===== src/rtl/mrv_pkg.sv =====
`timescale 1ns / 1ps

package mrv_pkg;

    localparam int MODE_COUNT         = 16;
    localparam int MODE_IDX_W         = $clog2(MODE_COUNT);
    localparam int COSINE_TABLE_DEPTH = 256;
    localparam int COS_IDX_W          = $clog2(COSINE_TABLE_DEPTH);

    // Shared multiplier geometry: 25 x 25 signed, 50-bit product.
    localparam int MUL_W  = 25;
    localparam int PROD_W = 2 * MUL_W;
    // Wide product accumulator and the sample accumulator.
    localparam int T_W    = 66;
    localparam int ACC_W  = 48;

    localparam logic [31:0] LCG_MUL = 32'd1664525;
    localparam logic [31:0] LCG_ADD = 32'd1013904223;

    localparam logic [4:0]  ACTIVE_MODES_RST   = 5'd8;
    localparam logic [16:0] STRIKE_SAMPLES_RST = 17'd48;
    localparam logic [16:0] NOISE_SAMPLES_RST  = 17'd480;
    localparam logic [23:0] NOISE_GAIN_RST     = 24'd0;
    localparam logic [23:0] NOISE_DECAY_RST    = 24'hFFFFFF;
    localparam logic [31:0] RNG_SEED_RST       = 32'd1;

    localparam logic [2:0] MODE_LAST_PH  = 3'd5;
    localparam logic [2:0] NOISE_LAST_PH = 3'd4;

    typedef enum logic [1:0] {
        CMD_LOAD    = 2'd0,
        CMD_NOTE_ON = 2'd1,
        CMD_TICK    = 2'd2
    } cmd_t;

    typedef enum logic [2:0] {
        CFG_ACTIVE_MODES   = 3'd0,
        CFG_STRIKE_SAMPLES = 3'd1,
        CFG_NOISE_SAMPLES  = 3'd2,
        CFG_NOISE_GAIN     = 3'd3,
        CFG_NOISE_DECAY    = 3'd4,
        CFG_RNG_SEED       = 3'd5
    } cfg_idx_t;

    typedef enum logic [2:0] {
        ST_IDLE,
        ST_DIV,
        ST_EXC,
        ST_MODE,
        ST_NOISE,
        ST_DONE
    } state_t;

    typedef logic [22:0] cos_tab_t [COSINE_TABLE_DEPTH];

    // Quarter-wave cosine, Q1.22, from a Q30 Taylor series up to x^16.
    // Each term divides by (2n-1)*(2n), written out for n = 1 to 8.
    function automatic logic [22:0] cos_entry(input int k);
        longint unsigned x;
        longint unsigned x2;
        longint unsigned term;
        longint          sum;
        x    = 64'd1686629713 * longint'(k) / COSINE_TABLE_DEPTH;
        x2   = (x * x) >> 30;
        term = 64'd1073741824;
        sum  = 64'sd1073741824;
        term = ((term * x2) >> 30) / 64'd2;
        sum  = sum - longint'(term);
        term = ((term * x2) >> 30) / 64'd12;
        sum  = sum + longint'(term);
        term = ((term * x2) >> 30) / 64'd30;
        sum  = sum - longint'(term);
        term = ((term * x2) >> 30) / 64'd56;
        sum  = sum + longint'(term);
        term = ((term * x2) >> 30) / 64'd90;
        sum  = sum - longint'(term);
        term = ((term * x2) >> 30) / 64'd132;
        sum  = sum + longint'(term);
        term = ((term * x2) >> 30) / 64'd182;
        sum  = sum - longint'(term);
        term = ((term * x2) >> 30) / 64'd240;
        sum  = sum + longint'(term);
        if (sum < 0)
            sum = 0;
        sum = (sum + 128) >>> 8;
        if (sum > (64'sd1 <<< 22))
            sum = 64'sd1 <<< 22;
        return sum[22:0];
    endfunction

    function automatic cos_tab_t build_cos_table();
        cos_tab_t t;
        for (int k = 0; k < COSINE_TABLE_DEPTH; k++)
        begin
            t[k] = cos_entry(k);
        end
        return t;
    endfunction

    localparam cos_tab_t COS_TABLE = build_cos_table();

    // Clamp a 48-bit signed value to the Q16.24 range.
    function automatic logic signed [39:0] sat40(input logic signed [ACC_W-1:0] v);
        logic signed [ACC_W-1:0] hi;
        logic signed [ACC_W-1:0] lo;
        hi = ACC_W'(40'sh7F_FFFF_FFFF);
        lo = -hi - ACC_W'(1);
        if (v > hi)
            return 40'sh7F_FFFF_FFFF;
        else if (v < lo)
            return 40'sh80_0000_0000;
        else
            return v[39:0];
    endfunction

endpackage


===== src/rtl/mrv_mul.sv =====
`timescale 1ns / 1ps

// Shared signed multiplier with a registered product.
module mrv_mul (
    input  logic                                clk,
    input  logic signed [mrv_pkg::MUL_W-1:0]    op_a,
    input  logic signed [mrv_pkg::MUL_W-1:0]    op_b,
    output logic signed [mrv_pkg::PROD_W-1:0]   prod
);

    logic signed [mrv_pkg::PROD_W-1:0] prod_reg;

    always_ff @(posedge clk)
    begin
        prod_reg <= op_a * op_b;
    end

    assign prod = prod_reg;

endmodule


===== config.mk =====
export PLATFORM = sky130hd
export DESIGN_NAME = mrv_mul
export DESIGN_NICKNAME = d
export VERILOG_FILES = /design/src/rtl/mrv_pkg.sv /design/src/rtl/mrv_mul.sv
export SDC_FILE = /design/constraint.sdc
export NUM_CORES = 2
export LEC_CHECK = 0
export BUFFER_PORTS_ARGS = -buffer_cell sky130_fd_sc_hd__buf_2
export CAP_MARGIN = 20
export CORE_ASPECT_RATIO = 0.9
export CORE_MARGIN = 2
export CORE_UTILIZATION = 65
export DETAILED_ROUTE_END_ITERATION = 16
export GPL_ROUTABILITY_DRIVEN = 0
export PLACE_DENSITY = 0.83
export SYNTH_ARGS = -nofsm -noshare
export SYNTH_HDL_FRONTEND = slang
export SYNTH_SLANG_ARGS = --single-unit

===== constraint.sdc =====
create_clock -name clk -period 22.3 [get_ports clk]
set_input_delay 1.115 -clock clk [delete_from_list [all_inputs] [get_ports clk]]
set_output_delay 1.115 -clock clk [all_outputs]
set_load 0.01 [all_outputs]

Word level (Yosys, flattened, before mapping) --
Index checks and enable logic that the tools add are counted.
Storage, ports and cells: register bits after elaboration 50, input port bits 51, logic and storage cells 2
Operators by class: $mul 1
Operators by type and width (number):
- $mul A25 B25 Y50 | 1

Longest topological paths before layout --
depth in word-level cells 1, mapped depth 26, depth with buffers taken out 25

Worst setup path after synthesis --
No wires, ideal clock.
path type input to register, start point input port op_a[24] (netlist bit), end point register prod_reg, in the netlist prod[47], setup time 0.121 ns, arrival 7.613 ns, setup slack 14.566 ns, cell stages on the path 24, cells stage by stage clkbuf_1 > nand2_1 > inv_1 > fa_1 > inv_1 > fa_1 > inv_1 > fa_1 > fa_1 > fa_1 > fa_1 > inv_1 > fa_1 > inv_1 > ha_1 > clkbuf_1 > a21o_1 > a21o_1 > a21oi_1 > o21bai_1 > a2bb2oi_1 > o41ai_2 > o41a_1 > xor2_1
Between the ends: word-level cells in the longest chain between the ends 1
Ends and longest elaborated chain:
- start: declaration | RTL line mrv_mul.sv:6 | input logic signed [mrv_pkg::MUL_W-1:0] op_a,
- $mul A25 B25 Y50 | RTL line mrv_mul.sv:15 | prod_reg <= op_a * op_b;
- end signal: assignment | RTL line mrv_mul.sv:15
- end: declaration | RTL line mrv_mul.sv:11 | logic signed [mrv_pkg::PROD_W-1:0] prod_reg;
Every way passes these cells.

Worst setup path in the final report --
start point input port op_a[24] (netlist bit), end point register prod_reg, in the netlist prod[48]
Same word-level chain as after synthesis.

==> run_results.csv <==
group,metric,value,unit
die,die-area,0.0385,mm2
min_path,hold_class,"in -> reg",
logic_synthesis,ys_seq_area_frac,0.0417,
drt,first_iter_violations,1247,
final_layout,drive_gt1_frac,0.0463,
final_layout,largest_register_ffs,50,
clocking,clkSlewWorstSetupHoldPaths,0.08,ns
drt,drtAntennaViolNets,0,
worst_setup_path,cp_max_fo,25,
die,initial_core_util,0.663,
drt,vias,17280,
timing,slew_viol_final,0,
clocking,cts_made_buffers,5,
timing,max_freq,0.119,GHz
timing,worst_slew_pin_slew,0.995,ns
clocking,clockRootBuffer,"clkbuf_16",
worst_setup_path,crit_path_start_kind,"input pin",
final_layout,finalNonFillerCells,3047,
timing,hold_viol_final,0,
worst_setup_path,critPathRequiredTime,22.55,ns
logic_synthesis,yosys_warnings,0,
grt,grtUsageTotal,0.342,
clocking,cts_tree,"yes",
drt,wl_per_cell,19.9,um
timing,finalCritPeriodShare,0.377,
logic_synthesis,syn_avg_cell_area,9.38,um2
worst_setup_path,path_cells,"buf_2 > nand2_1 > inv_1 > fa_1 > inv_1 > fa_1 > inv_1 > fa_1 > fa_1 > fa_1 > fa_1 > fa_1 > ha_1 > nand4_1 > a211o_1 > a21oi_1 > a21oi_2 > o41ai_2 > a41oi_1 > o21ai_1 > xor2_1",
die,std_cell_rows,66,
worst_setup_path,crit_type,"in -> reg",
logic_synthesis,synth_cell_types,48,
grt,grt_max_degree,27,
final_layout,final_cell_mix,"inv_1, fa_1, and2_1",
drt,viasPerCell,5.67,
worst_setup_path,critPathMostFrequentCell,"fa_1",
logic_synthesis,synth_seq_cells,50,
worst_setup_path,max_stage_delay,0.82,ns
run,cap_viol_max_count,0,
timing,fin_crit,8.40,ns
die,coreArea,0.0363,mm2
logic_synthesis,synth_cells,2562,
timing,slew_headroom,0.336,
timing,final.setup.tns,0,ns
logic_synthesis,synth_nets,3412,
grt,grt_pass1_wl,101000,um
placement,dp.cells,3036,
worst_setup_path,crit_slowest_cell,"fa_1",
worst_setup_path,end_kind,"register",
final_layout,final_nets,3418,
worst_setup_path,startpoint,"op_a[24]",
die,ioPinCount,101,
timing,setup_viol,0,
clocking,post_cts_resize_count,0,
die,die_w,207,um
placement,port_buffers,100,
clocking,cts_hold_buffers,0,
logic_synthesis,synth_flop_cell,"dfxtp_1",
final_layout,area_growth,3.82,%
logic_synthesis,ys_async_sr_fraction,0,
placement,hpwl,48300,um
drt,routed_wl,60500,um
die,fp.dieH,186,um
clocking,cts_num_sinks,50,
clocking,htreeDepth,2,
logic_synthesis,syn_area,0.0240,mm2
grt,grt_pass1_vias,19860,
drt,drtPass1Iterations,6,
clocking,cts_buffer_depth,2,
timing,rsz0062_at_grt,"false",
status,outcome,"complete, no violations",
grt,grt_remaining_overflow,0,
clocking,cts_setup_buffers,0,
worst_setup_path,cp_data_arrival_time,8.65,ns
worst_setup_path,critPathCapture,"prod[48]$_DFF_P_",
final_layout,final_common_cell,"inv_1",
grt,antenna_found_initial,2,
final_layout,fillers,2694,
drt,post-route-drc-count,0,
logic_synthesis,synth_edf_count,0,
logic make-up (layout without fill, tap and decap cells):
group,count (synthesis),in the layout,share of synthesized area
DFF,50,50,0.0417
xor gates and xnor gates,58,58,0.0211
adders and majority gates,799,799,0.622
muxes,1,1,0.000469
and+or+nand+nor,714,714,0.150
buffers and inverters,803,810,0.125
other,0,2,0
AOI/OAI and AO/OA,137,137,0.0394
worst max-delay path: cells and delay by family:
family | cells | cell delay (ns)
simple gates | 2 | 0.47
xor+xnor | 1 | 0.17
compound gates | 6 | 1.70
fa+ha+maj | 8 | 4.49
buf+inv | 4 | 0.71
layer usage:
metal,track usage,wire [um],vias to the layer above
met5,0,7,-
met3,0.0709,5650,242
met2,0.566,30500,886
met4,0.154,2980,2
met1,0.435,21400,8878
li1,-,-,7272
worst min path at each step:
| stage | from | to | slack, ns | cells past startpoint |
|---|---|---|---|---|
| final | op_b[0] | prod[0]$_DFF_P_ | 1.32 | 2 |
| after global routing | op_b[0] | prod[0]$_DFF_P_ | 1.31 | 2 |
| after CTS | op_b[0] | prod[0]$_DFF_P_ | 1.30 | 2 |
| after detailed placement | prod[42]$_DFF_P_ | prod[42] | 1.51 | 1 |
| after global placement | prod[4]$_DFF_P_ | prod[4] | 1.51 | 1 |
| after floorplan | op_a[0] | prod[0]$_DFF_P_ | 1.24 | 1 |
per-stage QoR:
| stage | cell area [um2] | worst slack [ns] | util | hold slack, ns |
|---|---|---|---|---|
| CTS | 24900 | 14.01 | 0.687 | 1.30 |
| finish | 24900 | 13.90 | 0.688 | 1.32 |
| detailed placement | 24700 | 13.71 | 0.683 | 1.51 |
| global route | 24900 | 13.62 | 0.688 | 1.31 |
| global placement | 24700 | 13.90 | 0.683 | 1.51 |
| floorplan | 24000 | 14.57 | - | 1.24 |
final cells by class:
type | count | area (um2) | area share
multi-input combinational | 1709 | 20000 | 0.802
inverter | 699 | 2620 | 0.105
sequential | 50 | 1000 | 0.0401
tap | 476 | 596 | 0.0239
timing repair buffer | 103 | 541 | 0.0217
clock buffer | 6 | 129 | 0.00517
clock inverter | 2 | 37.5 | 0.00151
antenna | 2 | 5.00 | 0.000201
Yosys cell counts (2+ instances only):
cell type  number  area share
inv_1         699        0.11
fa_1          658        0.55
and2_1        320       0.083
nand2_1       308       0.048
ha_1          141       0.073
clkbuf_1      104       0.016
dfxtp_1        50       0.042
a21oi_1        43      0.0090
xnor2_1        39       0.014
nor2_1         30      0.0047
a21o_1         22      0.0069
nor2b_1        21      0.0055
o21ai_0        19      0.0040
xor2_1         19      0.0069
nand2b_1       11      0.0029
nand4_1         8      0.0021
o21ai_1         7      0.0015
o21bai_1        7      0.0022
nand3_1         6      0.0013
nor3_1          6      0.0013
o21a_1          5      0.0016
a211o_1         3      0.0011
a211oi_1        3     0.00094
o41ai_1         3      0.0011
a21boi_0        2     0.00062
a31oi_1         2     0.00052
a41oi_1         2     0.00073
and3_1          2     0.00052
o41ai_2         2      0.0014
or3_1           2     0.00052
Power is not shown: default switching activity piles up to over one toggle a cycle in this logic, so the estimate is an artifact.
