[src/rtl/mrv_pkg.sv]
`timescale 1ns / 1ps

package mrv_pkg;

    localparam int MODE_COUNT         = 16;
    localparam int MODE_IDX_W         = $clog2(MODE_COUNT);
    localparam int COSINE_TABLE_DEPTH = 256;
    localparam int COS_IDX_W          = $clog2(COSINE_TABLE_DEPTH);

    // Shared multiplier geometry: 25 x 25 signed, 50-bit product.
    localparam int MUL_W  = 25;
    localparam int PROD_W = 2 * MUL_W;
    // Wide product accumulator and the sample accumulator.
    localparam int T_W    = 66;
    localparam int ACC_W  = 48;

    localparam logic [31:0] LCG_MUL = 32'd1664525;
    localparam logic [31:0] LCG_ADD = 32'd1013904223;

    localparam logic [4:0]  ACTIVE_MODES_RST   = 5'd8;
    localparam logic [16:0] STRIKE_SAMPLES_RST = 17'd48;
    localparam logic [16:0] NOISE_SAMPLES_RST  = 17'd480;
    localparam logic [23:0] NOISE_GAIN_RST     = 24'd0;
    localparam logic [23:0] NOISE_DECAY_RST    = 24'hFFFFFF;
    localparam logic [31:0] RNG_SEED_RST       = 32'd1;

    localparam logic [2:0] MODE_LAST_PH  = 3'd5;
    localparam logic [2:0] NOISE_LAST_PH = 3'd4;

    typedef enum logic [1:0] {
        CMD_LOAD    = 2'd0,
        CMD_NOTE_ON = 2'd1,
        CMD_TICK    = 2'd2
    } cmd_t;

    typedef enum logic [2:0] {
        CFG_ACTIVE_MODES   = 3'd0,
        CFG_STRIKE_SAMPLES = 3'd1,
        CFG_NOISE_SAMPLES  = 3'd2,
        CFG_NOISE_GAIN     = 3'd3,
        CFG_NOISE_DECAY    = 3'd4,
        CFG_RNG_SEED       = 3'd5
    } cfg_idx_t;

    typedef enum logic [2:0] {
        ST_IDLE,
        ST_DIV,
        ST_EXC,
        ST_MODE,
        ST_NOISE,
        ST_DONE
    } state_t;

    typedef logic [22:0] cos_tab_t [COSINE_TABLE_DEPTH];

    // Quarter-wave cosine, Q1.22, from a Q30 Taylor series up to x^16.
    // Each term divides by (2n-1)*(2n), written out for n = 1 to 8.
    function automatic logic [22:0] cos_entry(input int k);
        longint unsigned x;
        longint unsigned x2;
        longint unsigned term;
        longint          sum;
        x    = 64'd1686629713 * longint'(k) / COSINE_TABLE_DEPTH;
        x2   = (x * x) >> 30;
        term = 64'd1073741824;
        sum  = 64'sd1073741824;
        term = ((term * x2) >> 30) / 64'd2;
        sum  = sum - longint'(term);
        term = ((term * x2) >> 30) / 64'd12;
        sum  = sum + longint'(term);
        term = ((term * x2) >> 30) / 64'd30;
        sum  = sum - longint'(term);
        term = ((term * x2) >> 30) / 64'd56;
        sum  = sum + longint'(term);
        term = ((term * x2) >> 30) / 64'd90;
        sum  = sum - longint'(term);
        term = ((term * x2) >> 30) / 64'd132;
        sum  = sum + longint'(term);
        term = ((term * x2) >> 30) / 64'd182;
        sum  = sum - longint'(term);
        term = ((term * x2) >> 30) / 64'd240;
        sum  = sum + longint'(term);
        if (sum < 0)
            sum = 0;
        sum = (sum + 128) >>> 8;
        if (sum > (64'sd1 <<< 22))
            sum = 64'sd1 <<< 22;
        return sum[22:0];
    endfunction

    function automatic cos_tab_t build_cos_table();
        cos_tab_t t;
        for (int k = 0; k < COSINE_TABLE_DEPTH; k++)
        begin
            t[k] = cos_entry(k);
        end
        return t;
    endfunction

    localparam cos_tab_t COS_TABLE = build_cos_table();

    // Clamp a 48-bit signed value to the Q16.24 range.
    function automatic logic signed [39:0] sat40(input logic signed [ACC_W-1:0] v);
        logic signed [ACC_W-1:0] hi;
        logic signed [ACC_W-1:0] lo;
        hi = ACC_W'(40'sh7F_FFFF_FFFF);
        lo = -hi - ACC_W'(1);
        if (v > hi)
            return 40'sh7F_FFFF_FFFF;
        else if (v < lo)
            return 40'sh80_0000_0000;
        else
            return v[39:0];
    endfunction

endpackage

[src/rtl/mrv_div.sv]
`timescale 1ns / 1ps

// Restoring divider for the envelope table index: one quotient bit per cycle.
// The dividend is always below the divisor, so the quotient is a fraction
// scaled by the table depth.
module mrv_div (
    input  logic                              clk,
    input  logic                              rst_n,
    input  logic                              start,
    input  logic [16:0]                       dividend,
    input  logic [16:0]                       divisor,
    output logic                              done,
    output logic [mrv_pkg::COS_IDX_W-1:0]     quotient
);

    localparam int CNT_W = $clog2(mrv_pkg::COS_IDX_W + 1);

    logic                            busy_reg;
    logic [CNT_W-1:0]                cnt_reg;
    logic [16:0]                     rem_reg;
    logic [mrv_pkg::COS_IDX_W-1:0]   quot_reg;
    logic                            done_reg;
    logic [17:0]                     shifted;
    logic                            fits;

    assign shifted = {rem_reg, 1'b0};
    assign fits    = shifted >= {1'b0, divisor};

    always_ff @(posedge clk or negedge rst_n)
    begin
        if (!rst_n)
        begin
            busy_reg <= 1'b0;
            done_reg <= 1'b0;
            cnt_reg  <= '0;
        end
        else
        begin
            done_reg <= 1'b0;
            if (start)
            begin
                busy_reg <= 1'b1;
                cnt_reg  <= CNT_W'(mrv_pkg::COS_IDX_W);
            end
            else if (busy_reg)
            begin
                cnt_reg <= cnt_reg - CNT_W'(1);
                if (cnt_reg == CNT_W'(1))
                begin
                    busy_reg <= 1'b0;
                    done_reg <= 1'b1;
                end
            end
        end
    end

    always_ff @(posedge clk)
    begin
        if (start)
        begin
            rem_reg  <= dividend;
            quot_reg <= '0;
        end
        else if (busy_reg)
        begin
            rem_reg  <= fits ? 17'(shifted - {1'b0, divisor}) : shifted[16:0];
            quot_reg <= {quot_reg[mrv_pkg::COS_IDX_W-2:0], fits};
        end
    end

    assign done     = done_reg;
    assign quotient = quot_reg;

endmodule
[config.mk]
export PLATFORM = sky130hd
export DESIGN_NAME = mrv_div
export DESIGN_NICKNAME = d
export VERILOG_FILES = /design/src/rtl/mrv_pkg.sv /design/src/rtl/mrv_div.sv
export SDC_FILE = /design/constraint.sdc
export NUM_CORES = 1
export LEC_CHECK = 0
export ABC_CLOCK_PERIOD_IN_PS = 2300
export BUFFER_PORTS_ARGS = -buffer_cell sky130_fd_sc_hd__buf_2
export CAP_MARGIN = 5
export CORE_ASPECT_RATIO = 2
export CORE_MARGIN = 1.5
export CORE_UTILIZATION = 50
export CTS_CLUSTER_DIAMETER = 80
export DETAILED_ROUTE_END_ITERATION = 8
export GPL_TIMING_DRIVEN = 0
export PLACE_DENSITY = 0.76
export RECOVER_POWER = 25
export SETUP_SLACK_MARGIN = 0.3
export SLEW_MARGIN = 20
export SYNTH_ARGS = -nofsm -noshare
export SYNTH_HDL_FRONTEND = slang
export SYNTH_SLANG_ARGS = --single-unit
[constraint.sdc]
create_clock -name clk -period 2.3 [get_ports clk]
set_clock_uncertainty 0.2 [all_clocks]
set_input_delay 0.23 -clock clk [delete_from_list [all_inputs] [get_ports clk]]
set_output_delay 0.23 -clock clk [all_outputs]
set_load 0.005 [all_outputs]
Word level (Yosys, flattened, before mapping). Cells that the tools add are included.

Flip-flop bits (word level): 31. Input port bits: 37. Output and inout bits: 9. Logic and storage cells: 21.

Add/subtract/negate cells: 2. $lt $le $gt $ge: 1. Eq/ne operators: 1. Multiplexer cells: 11. Reduce and logical (&&, ||, !) cells: 1.

Operators by type and width (count): $mux W17 (3); $ge A18 B17 Y1 (1); $sub A17 B17 Y17 (1); $mux W4 (2); $mux W1 (6); $eq A4 B1 Y1 const B (1); $sub A4 B1 Y4 const B (1); $reduce_bool A2 Y1 (1).

Depth between registers and ports, before layout. Gate-level depths: netlist of run 1.

Depth in word-level cells: 4. Depth in mapped cells: 11. Depth with buffers taken out: 9.

Worst setup path after synthesis of run 1. No wires, ideal clock.

Kind: reg-to-reg. From: register rem_reg[0]. To: register rem_reg[14], data pin. Data arrival time: 1982 ps. Required time: 1840 ps. Slack: -142 ps. Cell stages (with the launch flop): 11. Path buffers: 1. Period minus slack after synthesis: 2442 ps. Cells stage by stage: edfxtp_1 > inv_1 > fa_1 > nand2b_1 > a21oi_1 > o21ai_1 > a21oi_2 > a21boi_2 > buf_6 > o2bb2ai_1 > mux2_2.

Cells in the longest elaborated chain, start to end: 4. Elaborated cells on any way between the ends: 5.

RTL lines: start, declared (RTL line mrv_div.sv:20) `logic [16:0] rem_reg;`; start signal, assigned (RTL line mrv_div.sv:61) `rem_reg <= dividend;`; start signal, assigned (RTL line mrv_div.sv:66) `rem_reg <= fits ? 17'(shifted - {1'b0, divisor}) : shifted[16:0];`; $sub A17 B17 Y17 / $ge A18 B17 Y1 (equally long branches) (RTL line mrv_div.sv:66, mrv_div.sv:27); $mux W17 * (RTL line mrv_div.sv:66); $mux W17 * (RTL line mrv_div.sv:64) `else if (busy_reg)`; $mux W17 * (RTL line mrv_div.sv:59) `if (start)`.

Every way passes the cells marked *; elsewhere a longest branch is shown, timed or not. The select of a mux whose other input is x is not followed. A chain may end at the register's enable or synchronous reset.

Final worst setup path of run 1. Ends and elaborated chain as after synthesis.

==> impl_summary.txt, run 1 <==
----------------------------------------------------
[Power]
  Portion of total power attributed to sequential cells ... 25.9%
  Pwr dens ... 1240 nW/um2
  Share of power burned in the clock network ... 11.5%
  Worst voltage drop across the vdd grid ... 0.910 mV
  Reported leakage power ... 1.37 nW
  Switching Fraction ... 42.2%
  Combinational group share of total power ... 62.6%
  Pint ... 2.23 mW
  Switching power of the nets ... 1.63 mW
  Final Total Pwr ... 3.85 mW

[Clock tree]
  Maximum root-to-sink buffer count ... 2
  CTS Buf Count ... 5
  Clock latency reported for the late side of the worst-skew pair ... 0.29 ns
  Clock transition time at the flip-flop clock pins of the worst setup and hold paths ... 0.08 ns
  Number of sinks driven by the clock tree ... 31
  CTS HTree Levels ... 2
  Clock tree from TritonCTS ... done
  Clock Tree Root ... sky130_fd_sc_hd__clkbuf_8

[Floorplan]
  Width of the chip ... 51.5 um
  Number of ports placed on the die boundary ... 46
  DIE HEIGHT ... 100 um
  Core area ... 4550 um2
  Initial cell density of the core ... 51.7%
  Total Die Area ... 5160 um2
  Site Rows ... 35

[Setup path]
  Beginning of the critical path ... rem_reg[0]
  CP max stage delay ... 0.37 ns
  Worst path top cell family by delay ... compound AO/OA/AOI/OAI gates
  Category of the most critical setup path ... register to register
  Data required, critical path ... 2.15 ns
  Worst r2r src ... rem_reg[0]
  Kind of launch point of the worst setup path ... register
  Arrival @ worst endpoint ... 2.41 ns
  Endpoint of the worst-slack reg-to-reg timing path ... rem_reg[14]
  Master of the slowest instance on the critical path ... sky130_fd_sc_hd__edfxtp_1
  R2R cell count ... 10
  Worst-path maximum fanout ... 3
  Levels on crit path ... 10
  Last element of the critical path ... rem_reg[14]
  CP Capture Type ... register
  Cell-by-cell trace of the critical path ... inv_2 -> fa_2 -> nand2b_4 -> a21oi_4 -> o21ai_2 -> a21oi_2 -> buf_4 -> xnor2_1 -> o2bb2ai_1 -> mux2_2
  Count of buffer and inverter cells on the critical path ... 2
  Register-to-register path setup slack ... -0.26 ns

[Synthesis]
  Number of warnings reported in the yosys synthesis log ... 0
  Post-synthesis instance area ... 2360 um2
  Number of cells produced by synthesis ... 266
  Dominant synthesized flop cell ... sky130_fd_sc_hd__edfxtp_1
  Number of enable flip-flop cells after synthesis ... 17
  Net Count, Synth ... 323
  Fraction of registers with async set/reset ... 19.4%
  Synthesis-stage register bit count ... 31
  Sequential area share after synthesis ... 34.8%
  Distinct cell type count after synthesis ... 46
  Average size of a mapped cell ... 8.86 um2

[Run status]
  Failing checks ... negative setup slack
  Status ... complete, but fails checks

[Drt]
  Routed via count ... 2258
  Met2 wirelength from detailed routing ... 3.65 mm
  DRC violations left ... 0
  Routed wirelength normalized by instance count ... 16.2 um
  Top Layer Used ... met4
  Count of antenna-violating nets left after detailed routing ... 0
  Vias per cell ... 5.80
  First-pass detailed-route iteration total ... 5
  Total length of routed met3 wires ... 233 um
  Post-Route WL ... 6.30 mm
  Sum of routed wire segments on met1 ... 2.22 mm
  Number of DRC markers after the initial detailed-route iteration ... 65

[Global routing]
  Overall overflow remaining after global route ... 0
  Pin count of the biggest net entering global routing ... 18
  Total track usage ... 25.3%
  Via count of the first global-routing pass ... 2300
  Initial antenna violation count ... 0
  First-pass GRT wire length ... 9.93 mm

[STA]
  Final critical-path setup slack ... -0.258 ns
  Worst slew margin relative to its limit ... 61.8%
  Post-Route Setup TNS ... -3.26 ns
  Slew of the pin with the lowest slew margin ... 0.573 ns
  Final-report hold violation count ... 0
  Final number of max-transition violations ... 0
  Final setup fails ... 17
  Worst hold slack across all endpoints ... 0.0229 ns
  Setup repair after global routing missed its margin ... yes
  Achievable frequency ... 0.391 GHz
  Shortest clock period the worst path allows after layout ... 2.56 ns
  Period Utilization, post-route ... 111%

[Placement]
  Worst setup slack before clock tree synthesis ... -0.305 ns
  RePlAce Congestion ... 0.910
  Placed standard-cell area ... 2700 um2
  Detailed-placement wirelength estimate ... 4.40 mm
  Number of port buffers ... 44
  Cells after DPL ... 365

[Layout]
  Fraction of the core area covered by cells at the end of the flow ... 68.0%
  Layout-stage area growth over the synthesis result ... 31.5%
  Final layout net count ... 390
  Number of flip-flops in the largest register ... 17
  Final instance area ... 3100 um2
  Share of cells above drive strength 1 ... 31.7%
  Non-Filler Instances ... 389
  Diode insertion count for antenna repair ... 0

[Min path]
  Classification of the worst-slack hold path ... primary input to register

[Run]
  Max-cap violations ... 0

----------------------------------------------------
==> power by group through the flow <==
stage | Combinational (mW) | Clock (mW) | Sequential [mW]
after floorplan | 1.49 | 0 | 0.936
after global placement | 1.85 | 0 | 0.966
after detailed placement | 1.89 | 0 | 0.974
after CTS | 2.18 | 0.442 | 0.975
after global routing | 2.62 | 0.460 | 1.02
final | 2.41 | 0.442 | 0.998
==> routing by layer <==
metal / GRT usage [%] / vias to the layer above
li1: - / 1088
met1: 24.2 / 1074
met2: 49.1 / 78
met3: 4.17 / 18
met4: 12.3 / 0
met5: 0 / -
==> worst min path at each step <==
stage,to,startpoint,cells past startpoint,slack (ns)
4_1_cts,rem_reg[0],dividend[0],3,0.03
2_1_floorplan,busy_reg,rst_n,0,-0.27
3_5_place_dp,cnt_reg[0],rst_n,1,-0.14
5_1_grt,rem_reg[14],dividend[14],2,0.05
6_report,rem_reg[0],dividend[0],3,0.02
3_3_place_gp,cnt_reg[0],rst_n,1,-0.14
==> cells in the mapped netlist (5+ instances only) <==
cell                       instances  share of area [%]
sky130_fd_sc_hd__edfxtp_1         17                 22
sky130_fd_sc_hd__nor2b_1          11                2.9
sky130_fd_sc_hd__nor2_1           24                3.8
sky130_fd_sc_hd__clkbuf_1          6               0.96
sky130_fd_sc_hd__o21ai_0           8                1.7
sky130_fd_sc_hd__ha_1             19                 10
sky130_fd_sc_hd__nor3_1            6                1.3
sky130_fd_sc_hd__xnor2_1           6                2.2
sky130_fd_sc_hd__a21oi_1          23                4.9
sky130_fd_sc_hd__inv_1            22                3.5
sky130_fd_sc_hd__mux2i_1           9                3.8
sky130_fd_sc_hd__dfrtp_1           6                6.4
sky130_fd_sc_hd__nand2b_1          9                2.4
sky130_fd_sc_hd__nand2_1          17                2.7
sky130_fd_sc_hd__o311ai_1          5                1.9
sky130_fd_sc_hd__xor2_1            8                3.0
sky130_fd_sc_hd__nand3b_1          5                1.6
sky130_fd_sc_hd__dfxtp_1           8                6.8
==> what timing repair did <==
item / CTS / global route
gates cloned: 0 / 0
endpoints found under the hold margin: 6 / 0
pin swaps: 11 / 10
gates resized for setup: 21 / 18
hold buffers: 1 / 0
buffers inserted: 12 / 3
setup endpoints to repair: 35 / 22
==> layout make-up <==
class,instances,area (um2)
tap,55,68.8
inverter,22,82.6
clock buffer,6,72.6
fill,390,1460
timing repair buffer,60,343
clock inverter,2,12.5
sequential,31,821
multi-input combinational,201,1630
buffer,12,67.6
==> placed cells by master, fill, tap and decap left out, types with 8 or more instances in the layout <==
cell / instances
sky130_fd_sc_hd__buf_2: 42
sky130_fd_sc_hd__nor2_1: 23
sky130_fd_sc_hd__inv_1: 21
sky130_fd_sc_hd__a21oi_1: 18
sky130_fd_sc_hd__nand2_1: 17
sky130_fd_sc_hd__edfxtp_1: 17
sky130_fd_sc_hd__buf_4: 15
sky130_fd_sc_hd__nor2b_1: 11
sky130_fd_sc_hd__mux2i_1: 9
sky130_fd_sc_hd__ha_4: 9
sky130_fd_sc_hd__nand2b_1: 8
sky130_fd_sc_hd__clkbuf_1: 8
sky130_fd_sc_hd__xor2_1: 8
sky130_fd_sc_hd__dfxtp_1: 8
==> worst reg2reg max path, delay by kind of cell (launching register included) <==
family | cells | cell delay [ns]
adders and majority gates | 1 | 0.34
AOI/OAI and AO/OA | 4 | 0.62
and+or+nand+nor | 1 | 0.17
muxes | 1 | 0.26
buffers and inverters | 2 | 0.21
xor gates and xnor gates | 1 | 0.13
DFF | 1 | 0.37
==> logic make-up (layout without fill, tap and decap cells) <==
logic type	Yosys count	after routing	share of synthesized area (%)
and+or+nand+nor	82	82	17.6
AOI/OAI and AO/OA	74	74	20.8
xor gates and xnor gates	14	14	5.20
adders and majority gates	20	20	10.9
buffers and inverters	34	102	5.89
muxes	11	11	4.78
DFF	31	31	34.8
Power figures use the tool's default switching activity.
==> inputs of run 2 (changes only) <==
--- a/config.mk
+++ b/config.mk
@@ -10,11 +10,10 @@
 export CAP_MARGIN = 5
 export CORE_ASPECT_RATIO = 2
 export CORE_MARGIN = 1.5
-export CORE_UTILIZATION = 50
+export CORE_UTILIZATION = 40
 export CTS_CLUSTER_DIAMETER = 80
 export DETAILED_ROUTE_END_ITERATION = 8
 export GPL_TIMING_DRIVEN = 0
-export PLACE_DENSITY = 0.76
 export RECOVER_POWER = 25
 export SETUP_SLACK_MARGIN = 0.3
 export SLEW_MARGIN = 20
==> run 2 against run 1 <==
The run still ends with negative setup slack left. Clock-buffer cell count up 1. Via count down 2.8%. Sequential share of layout area fell by 1.8 points. Sequential power barely moved. Clock power is 54% higher. Fmax up 0.48%. Highest routed layer unchanged.
==> impl_summary.txt, run 2 (synthesized netlist as in run 1, its figures left out) <==
----------------------------------------------------
[Setup path]
  Register-to-register path setup slack ... -0.25 ns
  Levels on crit path ... 8
  Worst path top cell family by delay ... compound AO/OA/AOI/OAI gates
  Cell-by-cell trace of the critical path ... ha_2 -> a21o_1 -> a211o_1 -> a31oi_2 -> a21boi_4 -> buf_8 -> nor3_1 -> a221o_1
  CP Capture Type ... register
  Worst-path maximum fanout ... 8
  Arrival @ worst endpoint ... 2.37 ns
  Data required, critical path ... 2.13 ns
  Beginning of the critical path ... rem_reg[13]
  Count of buffer and inverter cells on the critical path ... 1
  Kind of launch point of the worst setup path ... register
  R2R cell count ... 8
  Endpoint of the worst-slack reg-to-reg timing path ... rem_reg[8]
  Master of the slowest instance on the critical path ... sky130_fd_sc_hd__edfxtp_1
  Worst r2r src ... rem_reg[13]
  CP max stage delay ... 0.42 ns
  Category of the most critical setup path ... register to register
  Last element of the critical path ... rem_reg[8]

[Floorplan]
  Site Rows ... 39
  DIE HEIGHT ... 112 um
  Initial cell density of the core ... 41.3%
  Width of the chip ... 57.3 um
  Core area ... 5710 um2
  Total Die Area ... 6390 um2
  Number of ports placed on the die boundary ... 46

[Layout]
  Share of cells above drive strength 1 ... 35.7%
  Number of flip-flops in the largest register ... 17
  Fill cell total of the finished layout ... 515
  Non-Filler Instances ... 400
  Final instance area ... 3330 um2
  Final layout net count ... 395
  Diode insertion count for antenna repair ... 0
  Leading cell type in the layout, fill and taps excluded ... sky130_fd_sc_hd__buf_2
  Most used cells in the layout excluding fill and tap cells ... sky130_fd_sc_hd__buf_2 (43), sky130_fd_sc_hd__nor2_1 (22), sky130_fd_sc_hd__inv_1 (21), sky130_fd_sc_hd__a21oi_1 (19), sky130_fd_sc_hd__buf_4 (19)
  Layout-stage area growth over the synthesis result ... 41.4%

[Placement]
  Number of port buffers ... 44
  Detailed-placement wirelength estimate ... 4.65 mm
  Cells after DPL ... 371
  RePlAce Congestion ... 0.882
  Worst setup slack before clock tree synthesis ... -0.357 ns
  Placed standard-cell area ... 2710 um2

[Global routing]
  First-pass GRT wire length ... 10.5 mm
  Total track usage ... 21.4%
  Overall overflow remaining after global route ... 0
  Pin count of the biggest net entering global routing ... 18
  Via count of the first global-routing pass ... 2329
  Initial antenna violation count ... 0

[Drt]
  Routed wirelength normalized by instance count ... 16.5 um
  Count of antenna-violating nets left after detailed routing ... 0
  Number of DRC markers after the initial detailed-route iteration ... 50
  DRC violations left ... 0
  Post-Route WL ... 6.58 mm
  First-pass detailed-route iteration total ... 4
  Routed via count ... 2195
  Vias per cell ... 5.49

[Run]
  Max-cap violations ... 0

[Clock tree]
  Clock transition time at the flip-flop clock pins of the worst setup and hold paths ... 0.06 ns
  Clock latency reported for the late side of the worst-skew pair ... 0.28 ns
  Clock tree from TritonCTS ... done
  CTS HTree Levels ... 2
  Maximum root-to-sink buffer count ... 2
  Number of sinks driven by the clock tree ... 31
  Clock Tree Root ... sky130_fd_sc_hd__clkbuf_16
  CTS Buf Count ... 5

[STA]
  Achievable frequency ... 0.393 GHz
  Final critical-path setup slack ... -0.246 ns
  Setup repair after global routing missed its margin ... yes
  Shortest clock period the worst path allows after layout ... 2.55 ns
  Slew of the pin with the lowest slew margin ... 0.704 ns
  Worst hold slack across all endpoints ... 0.0393 ns
  Final number of max-transition violations ... 0
  Final-report hold violation count ... 0
  Period Utilization, post-route ... 111%
  Worst slew margin relative to its limit ... 53.0%
  Final setup fails ... 17

[Power]
  Reported leakage power ... 1.46 nW
  Switching Fraction ... 39.5%
  Switching power of the nets ... 1.73 mW
  Share of power burned in the clock network ... 15.5%
  Portion of total power attributed to sequential cells ... 22.9%
  Worst voltage drop across the vdd grid ... 0.916 mV
  Combinational group share of total power ... 61.6%
  Pint ... 2.66 mW
  Pwr dens ... 1320 nW/um2

[Run status]
  Status ... complete, but fails checks
  Failing checks ... negative setup slack

[Min path]
  Classification of the worst-slack hold path ... primary input to register

----------------------------------------------------
==> run 2: cell count changes in the layout (fill, tap and decap cells not counted), moves of 4 or more <==
| cell | delta |
|---|---|
| sky130_fd_sc_hd__buf_4 | +4 |
| sky130_fd_sc_hd__ha_4 | +4 |
| sky130_fd_sc_hd__clkbuf_8 | -4 |
| sky130_fd_sc_hd__clkbuf_16 | +5 |
==> run 2: cell type report <==
type / count / area, um2 / share of cell area, %
clock buffers: 7 / 143 / 4.28
multi-input cells: 201 / 1740 / 52.1
plain buffers: 12 / 80.1 / 2.40
clock inverters: 1 / 5.00 / 0.150
inverters: 22 / 82.6 / 2.48
well taps: 61 / 76.3 / 2.29
flip-flops and latches: 31 / 821 / 24.6
repair buffers: 65 / 387 / 11.6
==> run 2: power groups by stage <==
stage / Combinational (mW) / Clock (mW) / Sequential, mW
finish: 2.70 / 0.680 / 1.00
global route: 2.93 / 0.709 / 1.02
global placement: 1.89 / 0 / 0.967
detailed placement: 1.90 / 0 / 0.971
CTS: 2.43 / 0.685 / 0.986
floorplan: 1.49 / 0 / 0.936
==> run 2: metrics by stage <==
| step | setup TNS, ns | utilization, % | power (mW) |
|---|---|---|---|
| floorplan | -0.310 | - | 2.43 |
| global placement | -4.56 | 47.4 | 2.85 |
| detailed placement | -5.10 | 47.4 | 2.88 |
| CTS | -2.35 | 55.8 | 4.10 |
| global route | -4.59 | 58.3 | 4.67 |
| finish | -3.50 | 58.3 | 4.39 |
==> run 2: worst min-delay path, stage by stage <==
cell,delay (ns)
sky130_fd_sc_hd__buf_2,0.08
sky130_fd_sc_hd__nand2_1,0.04
sky130_fd_sc_hd__o31ai_1,0.05
==> run 2: how the worst min path moves through the flow <==
stage | to | cells after the start | from | slack [ns]
finish | rem_reg[0] | 3 | dividend[0] | 0.04
global route | rem_reg[7] | 3 | dividend[7] | 0.05
CTS | rem_reg[0] | 3 | dividend[0] | 0.04
detailed placement | cnt_reg[0] | 1 | rst_n | -0.14
global placement | cnt_reg[2] | 1 | rst_n | -0.14
floorplan | busy_reg | 0 | rst_n | -0.27
==> run 2: per-layer routing <==
| layer | vias to the layer above | share of wire (%) | track usage (%) |
|---|---|---|---|
| li1 | 1090 | - | - |
| met2 | 39 | 59 | 42.0 |
| met3 | 10 | 2.7 | 3.60 |
| met5 | - | 0 | 0 |
| met4 | 0 | 1.9 | 10.1 |
| met1 | 1056 | 36 | 20.3 |
==> run 2: repair_timing <==
item                                    4_1_cts  5_1_grt
pin swaps                                    15       16
endpoints found under the hold margin         6        0
endpoints found under the setup margin       35       18
gates resized for setup                      35       22
buffers inserted                             16        4
hold buffers                                  1        0
==> inputs of run 3 (changes only) <==
--- a/config.mk
+++ b/config.mk
@@ -5,6 +5,7 @@
 export SDC_FILE = /design/constraint.sdc
 export NUM_CORES = 1
 export LEC_CHECK = 0
+export ABC_AREA = 1
 export ABC_CLOCK_PERIOD_IN_PS = 2300
 export BUFFER_PORTS_ARGS = -buffer_cell sky130_fd_sc_hd__buf_2
 export CAP_MARGIN = 5
@@ -14,6 +15,7 @@
 export CTS_CLUSTER_DIAMETER = 80
 export DETAILED_ROUTE_END_ITERATION = 8
 export GPL_TIMING_DRIVEN = 0
+export HOLD_SLACK_MARGIN = 0.12
 export RECOVER_POWER = 25
 export SETUP_SLACK_MARGIN = 0.3
 export SLEW_MARGIN = 20
==> run 3 against run 2 <==
The flow now finishes without violations. Hold slack gained 0.079 ns. Die area up 19%. Synthesized cell count is 56% higher. Clock power is 12% higher. Fmax increased by 12%. Global-route usage up 0.64 points. Cell count increased by 52%. Utilization grew 3.9 points. Design area is 29% higher. Clock-buffer cell count shrank 1. Sequential share of layout area is 5.5 points lower. Total power grew 17%. Largest cell class unchanged.
==> impl_summary.txt, run 3 <==
----------------------------------------------------
[Setup path]
  Count of buffer and inverter cells on the critical path ... 3
  CP Capture Type ... register
  Worst path top cell family by delay ... simple AND/OR/NAND/NOR gates
  Register-to-register path setup slack ... 0.02 ns
  Kind of launch point of the worst setup path ... register
  Worst-path maximum fanout ... 7
  CP max stage delay ... 0.44 ns
  Cell-by-cell trace of the critical path ... ha_4 -> ha_4 -> inv_2 -> nor2_4 -> nand3_2 -> nor2_4 -> nor2_4 -> buf_12 -> nand2_8 -> buf_12 -> nand3_2 -> nand2_2 -> nand2_1
  Data required, critical path ... 2.13 ns
  Category of the most critical setup path ... register to register
  Master of the slowest instance on the critical path ... sky130_fd_sc_hd__edfxtp_1
  Cell repeated most along the worst path ... sky130_fd_sc_hd__nor2_4
  Arrival @ worst endpoint ... 2.11 ns

[STA]
  Slew of the pin with the lowest slew margin ... 0.593 ns
  Final-report hold violation count ... 0
  Setup repair after global routing missed its margin ... yes
  Post-Route Setup TNS ... 0 ns
  Final setup fails ... 0
  Period Utilization, post-route ... 99.0%
  Worst slew margin relative to its limit ... 60.3%
  Achievable frequency ... 0.439 GHz
  Final number of max-transition violations ... 0
  Final critical-path setup slack ... 0.0221 ns
  Shortest clock period the worst path allows after layout ... 2.28 ns
  Worst hold slack across all endpoints ... 0.119 ns

[Clock tree]
  Clock tree from TritonCTS ... done
  CTS HTree Levels ... 2
  Clock Tree Root ... sky130_fd_sc_hd__clkbuf_16
  Maximum root-to-sink buffer count ... 2
  Number of sinks driven by the clock tree ... 31
  Clock transition time at the flip-flop clock pins of the worst setup and hold paths ... 0.05 ns
  Clock latency reported for the late side of the worst-skew pair ... 0.28 ns
  CTS Buf Count ... 5

[Synthesis]
  Fraction of post-synthesis cell area in the top cell type by area ... 18.1%
  Top cell types by occurrence after synthesis ... sky130_fd_sc_hd__nand2_1 (134), sky130_fd_sc_hd__inv_1 (80), sky130_fd_sc_hd__nand3_1 (38), sky130_fd_sc_hd__ha_1 (19)
  Synthesis-stage register bit count ... 31
  Distinct cell type count after synthesis ... 37
  Dominant synthesized flop cell ... sky130_fd_sc_hd__edfxtp_1
  Fraction of registers with async set/reset ... 19.4%
  Net Count, Synth ... 472
  Number of cells produced by synthesis ... 415
  Number of warnings reported in the yosys synthesis log ... 0
  Number of enable flip-flop cells after synthesis ... 17
  Post-synthesis instance area ... 2820 um2
  Most repeated cell in the gate-level netlist after synthesis ... sky130_fd_sc_hd__nand2_1
  Post-synthesis cell type with the largest combined area ... sky130_fd_sc_hd__edfxtp_1
  Top post-synthesis cells by area ... sky130_fd_sc_hd__edfxtp_1 (18%), sky130_fd_sc_hd__nand2_1 (18%), sky130_fd_sc_hd__inv_1 (11%), sky130_fd_sc_hd__ha_1 (8.4%), sky130_fd_sc_hd__nand3_1 (6.7%)
  Average size of a mapped cell ... 6.80 um2
  Sequential area share after synthesis ... 29.1%

[Power]
  Final Total Pwr ... 5.12 mW
  Pwr dens ... 1190 nW/um2
  Reported leakage power ... 2.14 nW
  Worst voltage drop across the vdd grid ... 0.863 mV

[Drt]
  Count of antenna-violating nets left after detailed routing ... 0
  Number of DRC markers after the initial detailed-route iteration ... 93
  Routed wirelength normalized by instance count ... 13.3 um
  Post-Route WL ... 8.10 mm
  Vias per cell ... 4.76
  Routed via count ... 2897
  First-pass detailed-route iteration total ... 4
  DRC violations left ... 0

[Layout]
  Diode insertion count for antenna repair ... 0
  Number of flip-flops in the largest register ... 17
  Final layout net count ... 574
  Non-Filler Instances ... 608
  Layout-stage area growth over the synthesis result ... 51.8%
  Final instance area ... 4290 um2
  Leading cell type in the layout, fill and taps excluded ... sky130_fd_sc_hd__nand2_1
  Fraction of the core area covered by cells at the end of the flow ... 62.3%
  Most used cells in the layout excluding fill and tap cells ... sky130_fd_sc_hd__nand2_1 (116), sky130_fd_sc_hd__inv_1 (77), sky130_fd_sc_hd__buf_2 (39), sky130_fd_sc_hd__nand2_2 (29), sky130_fd_sc_hd__dlygate4sd3_1 (27)
  Share of cells above drive strength 1 ... 33.8%

[Floorplan]
  DIE HEIGHT ... 122 um
  Number of ports placed on the die boundary ... 46
  Width of the chip ... 62.4 um
  Total Die Area ... 7600 um2
  Core area ... 6890 um2
  Site Rows ... 43
  Initial cell density of the core ... 41.0%

[Global routing]
  Overall overflow remaining after global route ... 0
  Initial antenna violation count ... 0
  Total track usage ... 22.1%
  Via count of the first global-routing pass ... 2998
  First-pass GRT wire length ... 13.1 mm
  Pin count of the biggest net entering global routing ... 27

[Placement]
  Detailed-placement wirelength estimate ... 6.12 mm
  Cells after DPL ... 549
  RePlAce Congestion ... 0.780
  Number of port buffers ... 44
  Worst setup slack before clock tree synthesis ... -0.107 ns
  Placed standard-cell area ... 3420 um2

[Run]
  Max-cap violations ... 0

[Min path]
  Classification of the worst-slack hold path ... primary input to register

[Run status]
  Status ... complete, no violations

----------------------------------------------------
==> run 3: changes by cell type after synthesis, moves of 14 or more <==
cell	previous run	this run
sky130_fd_sc_hd__a21oi_1	23	9
sky130_fd_sc_hd__inv_1	22	80
sky130_fd_sc_hd__nand2_1	17	134
sky130_fd_sc_hd__nand2_2	0	17
sky130_fd_sc_hd__nand3_1	1	38
==> run 3: cell families (layout without fill, tap and decap cells) <==
kind of cell	after synthesis	after routing	share of synthesized area, %
xor+xnor	7	7	2.17
simple gates	239	241	40.2
flops	31	31	29.1
compound gates	26	26	5.36
fa+ha+maj	20	20	9.13
buf+inv	92	193	14.1
==> run 3: tightest hold or removal path: cells and delay by family <==
family	cells	cell delay, ns
buf+inv	1	0.14
simple gates	2	0.12
==> run 3: worst paths after layout <==
check / start / to / depth (start not counted)
max: rem_reg[0] / rem_reg[15] / 13
min: start / rem_reg[4] / 3
max reg2reg: rem_reg[0] / rem_reg[15] / 13
min reg2reg: quotient[7] / quotient[7] / 2
max in group asynchronous: rst_n / busy_reg / 3
min in group asynchronous: rst_n / cnt_reg[3] / 3
==> run 3: power by group <==
group	internal (mW)	leakage (nW)	switching, mW
registers	0.809	0.319	0.177
clock network	0.537	0.0868	0.227
logic	1.57	1.73	1.80
==> run 3: repair_timing <==
| action | CTS | global route |
|---|---|---|
| pin swaps | 17 | 14 |
| hold buffers | 27 | 0 |
| buffers inserted | 14 | 7 |
| endpoints found under the setup margin | 18 | 42 |
| gates resized for setup | 24 | 26 |
| hold endpoints to repair | 24 | 0 |
| cloned | 2 | 1 |
==> run 3: final cells by class <==
cell class | count | area (um2)
plain buffers | 7 | 85.1
clock buffers | 6 | 139
clock inverters | 2 | 35.0
fillers | 669 | 2600
inverters | 85 | 319
multi-input cells | 294 | 2080
flip-flops and latches | 31 | 821
well taps | 90 | 113
repair buffers | 93 | 696
==> run 3: routing by layer <==
layer	vias up	track usage, %	wire length, um
met2	47	45.1	4650
met1	1326	21.3	3020
li1	1506	-	-
met5	-	0	0
met3	18	1.48	134
met4	0	11.8	298
